**config.mk**
```make
export PLATFORM = sky130hd
export DESIGN_NAME = stereo_peak_meter_bargraph
export DESIGN_NICKNAME = d
export VERILOG_FILES = /design/src/rtl/spmb_pkg.sv /design/src/rtl/stereo_peak_meter_bargraph.sv
export VERILOG_INCLUDE_DIRS = /design/src /design/src/rtl
export SDC_FILE = /design/constraint.sdc
export NUM_CORES = 2
export LEC_CHECK = 0
export BUFFER_PORTS_ARGS = -buffer_cell sky130_fd_sc_hd__buf_4
export CORE_ASPECT_RATIO = 1.25
export CORE_MARGIN = 2
export CORE_UTILIZATION = 54
export CTS_CLUSTER_DIAMETER = 50
export CTS_CLUSTER_SIZE = 20
export DETAILED_ROUTE_END_ITERATION = 10
export PLACE_DENSITY = 0.82
export SLEW_MARGIN = 20
export SYNTH_ARGS = -nofsm -noshare
export SYNTH_HDL_FRONTEND = slang
export SYNTH_SLANG_ARGS = --single-unit
```
**constraint.sdc**
```tcl
create_clock -name i_clk -period 10.92 [get_ports i_clk]
set_input_delay 2.184 -clock i_clk [delete_from_list [all_inputs] [get_ports i_clk]]
set_output_delay 2.184 -clock i_clk [all_outputs]
set_load 0.01 [all_outputs]
```
**src/rtl/stereo_peak_meter_bargraph_assert.svh**
```systemverilog
// Assertion macros shared by the stereo peak meter RTL.
`ifndef STEREO_PEAK_METER_BARGRAPH_ASSERT_SVH
`define STEREO_PEAK_METER_BARGRAPH_ASSERT_SVH

// Same-cycle implication, clocked by i_clk and disabled during reset.
`define SPMB_ASSERT_IMP(lbl, ante, cons, msg) \
    lbl: assert property (@(posedge i_clk) disable iff (!i_rst_n) (ante) |-> (cons)) \
        else $error(msg);

// Next-cycle implication, clocked by i_clk and disabled during reset.
`define SPMB_ASSERT_NXT(lbl, ante, cons, msg) \
    lbl: assert property (@(posedge i_clk) disable iff (!i_rst_n) (ante) |=> (cons)) \
        else $error(msg);

`endif

```
**src/rtl/spmb_pkg.sv**
```systemverilog
// Types, constants and per-channel update functions of the stereo peak meter.
package spmb_pkg;

    localparam int SEGMENTS   = 24;
    localparam int LEVEL_BITS = 16;
    localparam int SEG_W      = $clog2(SEGMENTS + 1);
    localparam int DECAY_W    = 16;
    localparam int HOLD_W     = 8;
    localparam int PROD_W     = LEVEL_BITS + DECAY_W;
    localparam int CFG_IDX_W  = 2;

    typedef logic [LEVEL_BITS-1:0] t_level;
    typedef logic [SEG_W-1:0]      t_seg;

    localparam logic [DECAY_W-1:0] PEAK_DECAY    = 16'd62259;
    localparam t_level             PEAK_SHOW_MIN = LEVEL_BITS'(17);
    localparam t_level             UNITY_LEVEL   = LEVEL_BITS'(16384);

    localparam logic [DECAY_W-1:0] DECAY_RESET  = 16'd58982;
    localparam logic [HOLD_W-1:0]  HOLD_RESET   = 8'd45;
    localparam logic               STEREO_RESET = 1'b0;

    localparam logic [CFG_IDX_W-1:0] REG_DECAY_FACTOR = 2'd0;
    localparam logic [CFG_IDX_W-1:0] REG_HOLD_TICKS   = 2'd1;
    localparam logic [CFG_IDX_W-1:0] REG_STEREO_MODE  = 2'd2;

    localparam logic OP_TICK  = 1'b0;
    localparam logic OP_CLEAR = 1'b1;

    localparam t_level SEG_THR [SEGMENTS] = '{
        LEVEL_BITS'(23),    LEVEL_BITS'(31),    LEVEL_BITS'(43),    LEVEL_BITS'(59),
        LEVEL_BITS'(80),    LEVEL_BITS'(110),   LEVEL_BITS'(151),   LEVEL_BITS'(207),
        LEVEL_BITS'(284),   LEVEL_BITS'(389),   LEVEL_BITS'(534),   LEVEL_BITS'(732),
        LEVEL_BITS'(1005),  LEVEL_BITS'(1379),  LEVEL_BITS'(1892),  LEVEL_BITS'(2597),
        LEVEL_BITS'(3564),  LEVEL_BITS'(4892),  LEVEL_BITS'(6714),  LEVEL_BITS'(9214),
        LEVEL_BITS'(12646), LEVEL_BITS'(17355), LEVEL_BITS'(23819), LEVEL_BITS'(32691)
    };

    typedef struct packed {
        t_level              shown;
        t_level              peak;
        logic [HOLD_W-1:0]   count;
    } t_chan;

    typedef struct packed {
        t_level shown;
        t_level peak;
    } t_snap;

    typedef struct packed {
        logic clip;
        logic shown;
        t_seg pos;
        t_seg bar;
    } t_res;

    function automatic t_seg seg_count(t_level lvl);
        t_seg n;
        n = '0;
        for (int k = 0; k < SEGMENTS; k++) begin
            if (lvl >= SEG_THR[k]) begin
                n = n + 1'b1;
            end
        end
        return n;
    endfunction

    function automatic t_chan tick_chan(t_chan cur, t_level newlvl,
                                        logic [DECAY_W-1:0] df, logic [HOLD_W-1:0] hold);
        logic [PROD_W-1:0] dprod;
        logic [PROD_W-1:0] pprod;
        t_level            decayed;
        t_level            disp;
        t_chan             nxt;
        dprod   = PROD_W'(cur.shown) * PROD_W'(df);
        pprod   = PROD_W'(cur.peak) * PROD_W'(PEAK_DECAY);
        decayed = dprod[PROD_W-1:DECAY_W];
        disp    = (newlvl > decayed) ? newlvl : decayed;
        nxt       = cur;
        nxt.shown = disp;
        if (disp > cur.peak) begin
            nxt.peak  = disp;
            nxt.count = hold;
        end else if (cur.count != '0) begin
            nxt.count = cur.count - 1'b1;
        end else begin
            nxt.peak = pprod[PROD_W-1:DECAY_W];
        end
        return nxt;
    endfunction

    function automatic t_res emit_chan(t_snap s);
        t_res r;
        r.bar   = seg_count(s.shown);
        r.pos   = seg_count(s.peak);
        r.shown = (s.peak >= PEAK_SHOW_MIN) && (r.pos < SEG_W'(SEGMENTS));
        r.clip  = (s.peak > UNITY_LEVEL);
        return r;
    endfunction

endpackage

```
**src/rtl/stereo_peak_meter_bargraph.sv**
```systemverilog
// Stereo peak meter with hold and decay, reduced to segment bargraph results.
//
//  channel   | dir | tdata (low bit up)                 | tuser
//  s_axis    | in  | level_left, level_right            | opcode
//  m_axis    | out | bar/peak_pos/peak_shown/clip L, R  | -
//  cfg       | in  | write enable, index, data          | -
//
// One item per clock sustained while the output is not stalled; an item passes stages A, B and C in turn.
// The rate is set by the display and peak update, two 16x16 multiplies per channel and cycle.
// Synchronous active-low reset clears the meter state and loads the register defaults.
// A stalled output holds its item, and the two upstream stages keep filling behind it.
`include "stereo_peak_meter_bargraph_assert.svh"

module stereo_peak_meter_bargraph (
    input  logic        i_clk,
    input  logic        i_rst_n,
    input  logic        i_s_axis_tvalid,
    output logic        o_s_axis_tready,
    input  logic [31:0] i_s_axis_tdata,   // level_left, level_right
    input  logic        i_s_axis_tuser,   // opcode
    output logic        o_m_axis_tvalid,
    input  logic        i_m_axis_tready,
    output logic [23:0] o_m_axis_tdata,   // bar_l, pos_l, shown_l, clip_l, bar_r, pos_r, shown_r, clip_r
    input  logic        i_cfg_we,
    input  logic [spmb_pkg::CFG_IDX_W-1:0] i_cfg_index,
    input  logic [spmb_pkg::DECAY_W-1:0]   i_cfg_data
);

    logic [spmb_pkg::DECAY_W-1:0] r_decay;
    logic [spmb_pkg::HOLD_W-1:0]  r_hold;
    logic                         r_stereo;

    logic            r_a_valid;
    logic            r_a_op;
    spmb_pkg::t_level r_a_left;
    spmb_pkg::t_level r_a_right;

    logic            r_b_valid;
    spmb_pkg::t_snap r_b_left;
    spmb_pkg::t_snap r_b_right;

    logic            r_c_valid;
    logic [23:0]     r_c_data;

    spmb_pkg::t_chan r_st_left;
    spmb_pkg::t_chan r_st_right;
    spmb_pkg::t_chan n_st_left;
    spmb_pkg::t_chan n_st_right;

    spmb_pkg::t_res  res_left;
    spmb_pkg::t_res  res_right;

    logic c_ld;
    logic b_ld;
    logic a_ld;

    assign c_ld = r_b_valid && (!r_c_valid || i_m_axis_tready);
    assign b_ld = r_a_valid && (!r_b_valid || c_ld);
    assign o_s_axis_tready = !r_a_valid || b_ld;
    assign a_ld = i_s_axis_tvalid && o_s_axis_tready;

    assign o_m_axis_tvalid = r_c_valid;
    assign o_m_axis_tdata  = r_c_data;

    always_comb begin
        n_st_left  = r_st_left;
        n_st_right = r_st_right;
        if (r_a_op == spmb_pkg::OP_CLEAR) begin
            n_st_left.peak   = '0;
            n_st_left.count  = '0;
            n_st_right.peak  = '0;
            n_st_right.count = '0;
        end else begin
            n_st_left  = spmb_pkg::tick_chan(r_st_left, r_a_left, r_decay, r_hold);
            n_st_right = spmb_pkg::tick_chan(r_st_right, r_a_right, r_decay, r_hold);
        end
    end

    always_comb begin
        res_left  = spmb_pkg::emit_chan(r_b_left);
        res_right = spmb_pkg::emit_chan(r_b_right);
        if (!r_stereo) begin
            res_right = '0;
        end
    end

    always_ff @(posedge i_clk) begin
        if (!i_rst_n) begin
            r_decay    <= spmb_pkg::DECAY_RESET;
            r_hold     <= spmb_pkg::HOLD_RESET;
            r_stereo   <= spmb_pkg::STEREO_RESET;
            r_a_valid  <= 1'b0;
            r_b_valid  <= 1'b0;
            r_c_valid  <= 1'b0;
            r_st_left  <= '0;
            r_st_right <= '0;
        end else begin
            if (i_cfg_we) begin
                unique case (i_cfg_index)
                    spmb_pkg::REG_DECAY_FACTOR: r_decay  <= i_cfg_data;
                    spmb_pkg::REG_HOLD_TICKS:   r_hold   <= i_cfg_data[spmb_pkg::HOLD_W-1:0];
                    spmb_pkg::REG_STEREO_MODE:  r_stereo <= i_cfg_data[0];
                    default: ;
                endcase
            end
            if (o_s_axis_tready) begin
                r_a_valid <= i_s_axis_tvalid;
            end
            if (b_ld) begin
                r_st_left  <= n_st_left;
                r_st_right <= n_st_right;
            end
            if (!r_b_valid || c_ld) begin
                r_b_valid <= b_ld;
            end
            if (!r_c_valid || i_m_axis_tready) begin
                r_c_valid <= c_ld;
            end
        end
    end

    always_ff @(posedge i_clk) begin
        if (a_ld) begin
            r_a_op    <= i_s_axis_tuser;
            r_a_left  <= i_s_axis_tdata[15:0];
            r_a_right <= i_s_axis_tdata[31:16];
        end
        if (b_ld) begin
            r_b_left  <= '{shown: n_st_left.shown, peak: n_st_left.peak};
            r_b_right <= '{shown: n_st_right.shown, peak: n_st_right.peak};
        end
        if (c_ld) begin
            r_c_data <= {res_right, res_left};
        end
    end

    `SPMB_ASSERT_NXT(a_clear_zeroes_peaks, b_ld && (r_a_op == spmb_pkg::OP_CLEAR), (r_st_left.peak == '0) && (r_st_right.peak == '0) && (r_st_left.count == '0), "clear left a held peak")
    `SPMB_ASSERT_NXT(a_shown_follows_level, b_ld && (r_a_op == spmb_pkg::OP_TICK), (r_st_left.shown >= $past(r_a_left)) && (r_st_right.shown >= $past(r_a_right)), "display fell below the new level")
    `SPMB_ASSERT_NXT(a_peak_covers_shown, b_ld, (r_st_left.peak >= r_st_left.shown) || ($past(r_a_op) == spmb_pkg::OP_CLEAR) || ($past(r_st_left.count) == '0), "held peak below display while holding")
    `SPMB_ASSERT_IMP(a_mono_right_zero, r_c_valid && !r_stereo, r_c_data[23:12] == '0, "right channel result not zero in mono")
    `SPMB_ASSERT_IMP(a_shown_below_top, r_c_valid && r_c_data[10], r_c_data[9:5] < spmb_pkg::SEG_W'(spmb_pkg::SEGMENTS), "peak shown at top index")

endmodule
```
==> results.sh <==
export IMPL_criticalPathCategory="reg -> reg"
export IMPL_r2r_cells=67
export IMPL_worst_skew_pair_late_latency_ns=0.57
export IMPL_slew_viol_final=0
export IMPL_grt_pass1_vias=44800
export IMPL_finalNonFillerCells=7498
export IMPL_layout_commonest_cell="buf_4"
export IMPL_drtPass1Iterations=6
export IMPL_fin_util=0.658
export IMPL_grt_ovfl_total=0
export IMPL_p_comb_frac=0.746
export IMPL_ys_warn_count=0
export IMPL_cts_clk_slew_worst_paths_ns=0.06
export IMPL_chipHeight_um=341
export IMPL_hold_ws_ns=0.491
export IMPL_antenna_found_initial=7
export IMPL_grt_max_degree=86
export IMPL_ios=82
export IMPL_cp_max_fo=4
export IMPL_layout_drive_gt1_share=0.213
export IMPL_setup_slack_ns=-0.929
export IMPL_clkSinkCount=229
export IMPL_rsz0062_at_grt="yes"
export IMPL_p_sw_mw=4.03
export IMPL_ys_flop_type="edfxtp_1"
export IMPL_dp_worst_setup_slack_ns=-0.911
export IMPL_nets=7533
export IMPL_netlist_instances=5706
export IMPL_p_sw_frac=0.444
export IMPL_r2r_slack_ns=-0.93
export IMPL_root_buffer="clkbuf_16"
export IMPL_syn_nets=6954
export IMPL_min_period_ns=11.85
export IMPL_synth_yosys_seq_area_share=0.118
export IMPL_drcViolationCount=0
export IMPL_cp_arrival_ns=12.14
export IMPL_cts_buffer_depth=3
export IMPL_critPathCaptureType="flop"
export IMPL_syn_area_per_cell_um2=8.60
export IMPL_dp_hpwl_um=107000
export IMPL_crit_top_cell="ha_1"
export IMPL_slowest_stage="edfxtp_1"
export IMPL_rows=123
export IMPL_violations="setup timing"
export IMPL_gp_congestion=0.943
export IMPL_synth_area_leaders="fa_1, ha_1, edfxtp_1"
export IMPL_die_w_um=274
export IMPL_hold_violations=0
export IMPL_grtUsageTotal=0.289
export IMPL_ys_async_sr_fraction=0
export IMPL_vias_per_cell=5.86
export IMPL_p_seq_frac=0.127
export IMPL_antenna_left=0
export IMPL_initial_utilization=0.545
export IMPL_start_kind="flop"
export IMPL_cts_htree_levels=2
export IMPL_vias=44000
export IMPL_status="finished, violations left"
export IMPL_netlist_area_um2=49100
export IMPL_area_growth_pct=20.7
export IMPL_grt_pass1_wl_um=221000
export IMPL_fin_skew_ns=0.0307
export IMPL_place_inst=7257
export IMPL_setup_viol=49
export IMPL_drt_wirelength_per_cell_um=18.7
export IMPL_drt_iter0_markers=3470
export IMPL_wl_um=140000
export IMPL_hold_path_class="reg -> reg"
export IMPL_synth_top_cell_by_area="fa_1"
export IMPL_cap_violations=0
export IMPL_fin_crit_sh=1.09
export IMPL_pwr_share_clk=0.127
export IMPL_postCtsHoldBufs=0
export IMPL_tightestPinTransition_ns=1.02
export IMPL_power_density_nw_per_um2=153
export IMPL_slew_headroom=0.309
export IMPL_core_area_um2=90000
export IMPL_ys_seq_elements=229
export IMPL_fmax_ghz=0.0844
export IMPL_required_ns=11.21
export IMPL_synth_cell_types=118
export IMPL_slowest_delay_ns=0.45
export IMPL_final_cell_mix="buf_4, inv_1, nand2_1"
export IMPL_p_int_mw=5.05
export IMPL_port_buffers=81
export IMPL_cts_buffers=34
export IMPL_fin_tns_setup_ns=-11.10
export IMPL_ir_drop_uv=350
export IMPL_hold_depth=2
export IMPL_die_area_um2=93400
export IMPL_p_leak_nw=29.2
export IMPL_cts_tree="done"
export IMPL_synth_top_area_share=0.237
export IMPL_synth_edf_count=121
-- synthesized netlist by cell type, types with 18 or more instances --
| master | n |
|---|---|
| fa_1 | 580 |
| nor2b_1 | 70 |
| nand3_1 | 113 |
| mux2i_1 | 70 |
| nor4_1 | 28 |
| nand4_1 | 33 |
| or2_2 | 24 |
| mux2_2 | 51 |
| inv_1 | 763 |
| nand2_1 | 751 |
| xor2_1 | 104 |
| xnor3_1 | 18 |
| a31oi_1 | 43 |
| a21oi_1 | 232 |
| ha_1 | 612 |
| nand2b_1 | 73 |
| nor3_1 | 86 |
| a21boi_0 | 49 |
| clkbuf_1 | 228 |
| edfxtp_1 | 121 |
| o21a_1 | 31 |
| a21o_1 | 78 |
| or3_1 | 33 |
| o31ai_1 | 25 |
| and2_1 | 211 |
| xnor2_1 | 224 |
| o211ai_1 | 23 |
| a211oi_1 | 28 |
| o22ai_1 | 23 |
| o21ai_0 | 229 |
| nor3b_1 | 20 |
| dfxtp_1 | 108 |
| nor2_1 | 279 |
| and3_1 | 32 |
-- metal layers --
layer,wire (um),global-route usage
met5,26,0
met4,7790,0.128
met3,11300,0.0462
met2,69200,0.505
met1,52200,0.350
-- final timing paths --
check / from / endpoint
worst min register to register: r_st_right[5] / r_st_right[5]
worst max register to register: r_b_left[26] / o_m_axis_tdata[4]
worst min-delay path: r_st_right[5] / r_st_right[5]
worst max-delay path: r_b_left[26] / o_m_axis_tdata[4]
-- area by class of cell --
type / instances / area [um2]
Tap cell: 1187 / 1490
Clock inverter: 24 / 262
Fill cell: 6565 / 30800
Inverter: 767 / 2890
Antenna cell: 1 / 2.50
Multi-Input combinational cell: 4463 / 41600
Sequential cell: 229 / 5850
Timing Repair Buffer: 790 / 6250
Clock buffer: 37 / 905
-- state kept, by name (all words and copies together), names as in the netlist --
name	count
r_a_left	16
r_a_right	16
r_b_right	32
o_m_axis_tdata	24
r_b_left	32
r_st_right	40
o_m_axis_tvalid	1
r_st_left	40
r_decay	16
r_a_valid	1
r_stereo	1
r_a_op	1
r_b_valid	1
r_hold	8
-- worst max-delay path, delay by kind of cell (launching register included) --
family / cells / cell delay [ns]
AO/OA/AOI/OAI: 18 / 2.48
XOR/XNOR: 7 / 1.36
adder cells (fa/ha/maj): 13 / 3.41
buffers and inverters: 5 / 0.42
flip-flops: 1 / 0.45
multiplexers: 8 / 1.59
AND/OR/NAND/NOR: 16 / 1.87
-- stage by stage --
stage / power (mW) / instance area [um2]
3_3_place_gp: 6.50 / 54700
4_1_cts: 8.24 / 57100
3_5_place_dp: 6.71 / 54700
2_1_floorplan: 4.99 / 49600
6_report: 9.08 / 59200
5_1_grt: 9.78 / 59200
-- cells by family (layout without fill, tap and decap cells) --
kind of cell	count (synthesis)	count (layout)	share of synthesized area
compound gates	945	945	0.126
simple gates	1829	1829	0.181
other cells	0	1	0
fa+ha+maj	1195	1195	0.393
mux	121	121	0.0260
flops	229	229	0.118
xor+xnor	373	373	0.0780
buf+inv	1014	1618	0.0783
-- timing repair --
| action | CTS | global route |
|---|---|---|
| pin swaps | 126 | 245 |
| endpoints found under the setup margin | 97 | 98 |
| gates cloned | 0 | 1 |
| resized for setup | 126 | 335 |
| hold endpoints to repair | 0 | 0 |
| buffers inserted | 87 | 102 |
-- power by group through the flow --
stage / logic [mW] / registers, mW / clock network, mW
after global placement: 5.34 / 1.16 / 0
after global routing: 7.43 / 1.16 / 1.19
after floorplan: 3.86 / 1.13 / 0
after CTS: 5.93 / 1.15 / 1.16
final: 6.78 / 1.15 / 1.15
after detailed placement: 5.55 / 1.16 / 0
(Power assumes the default switching activity.)
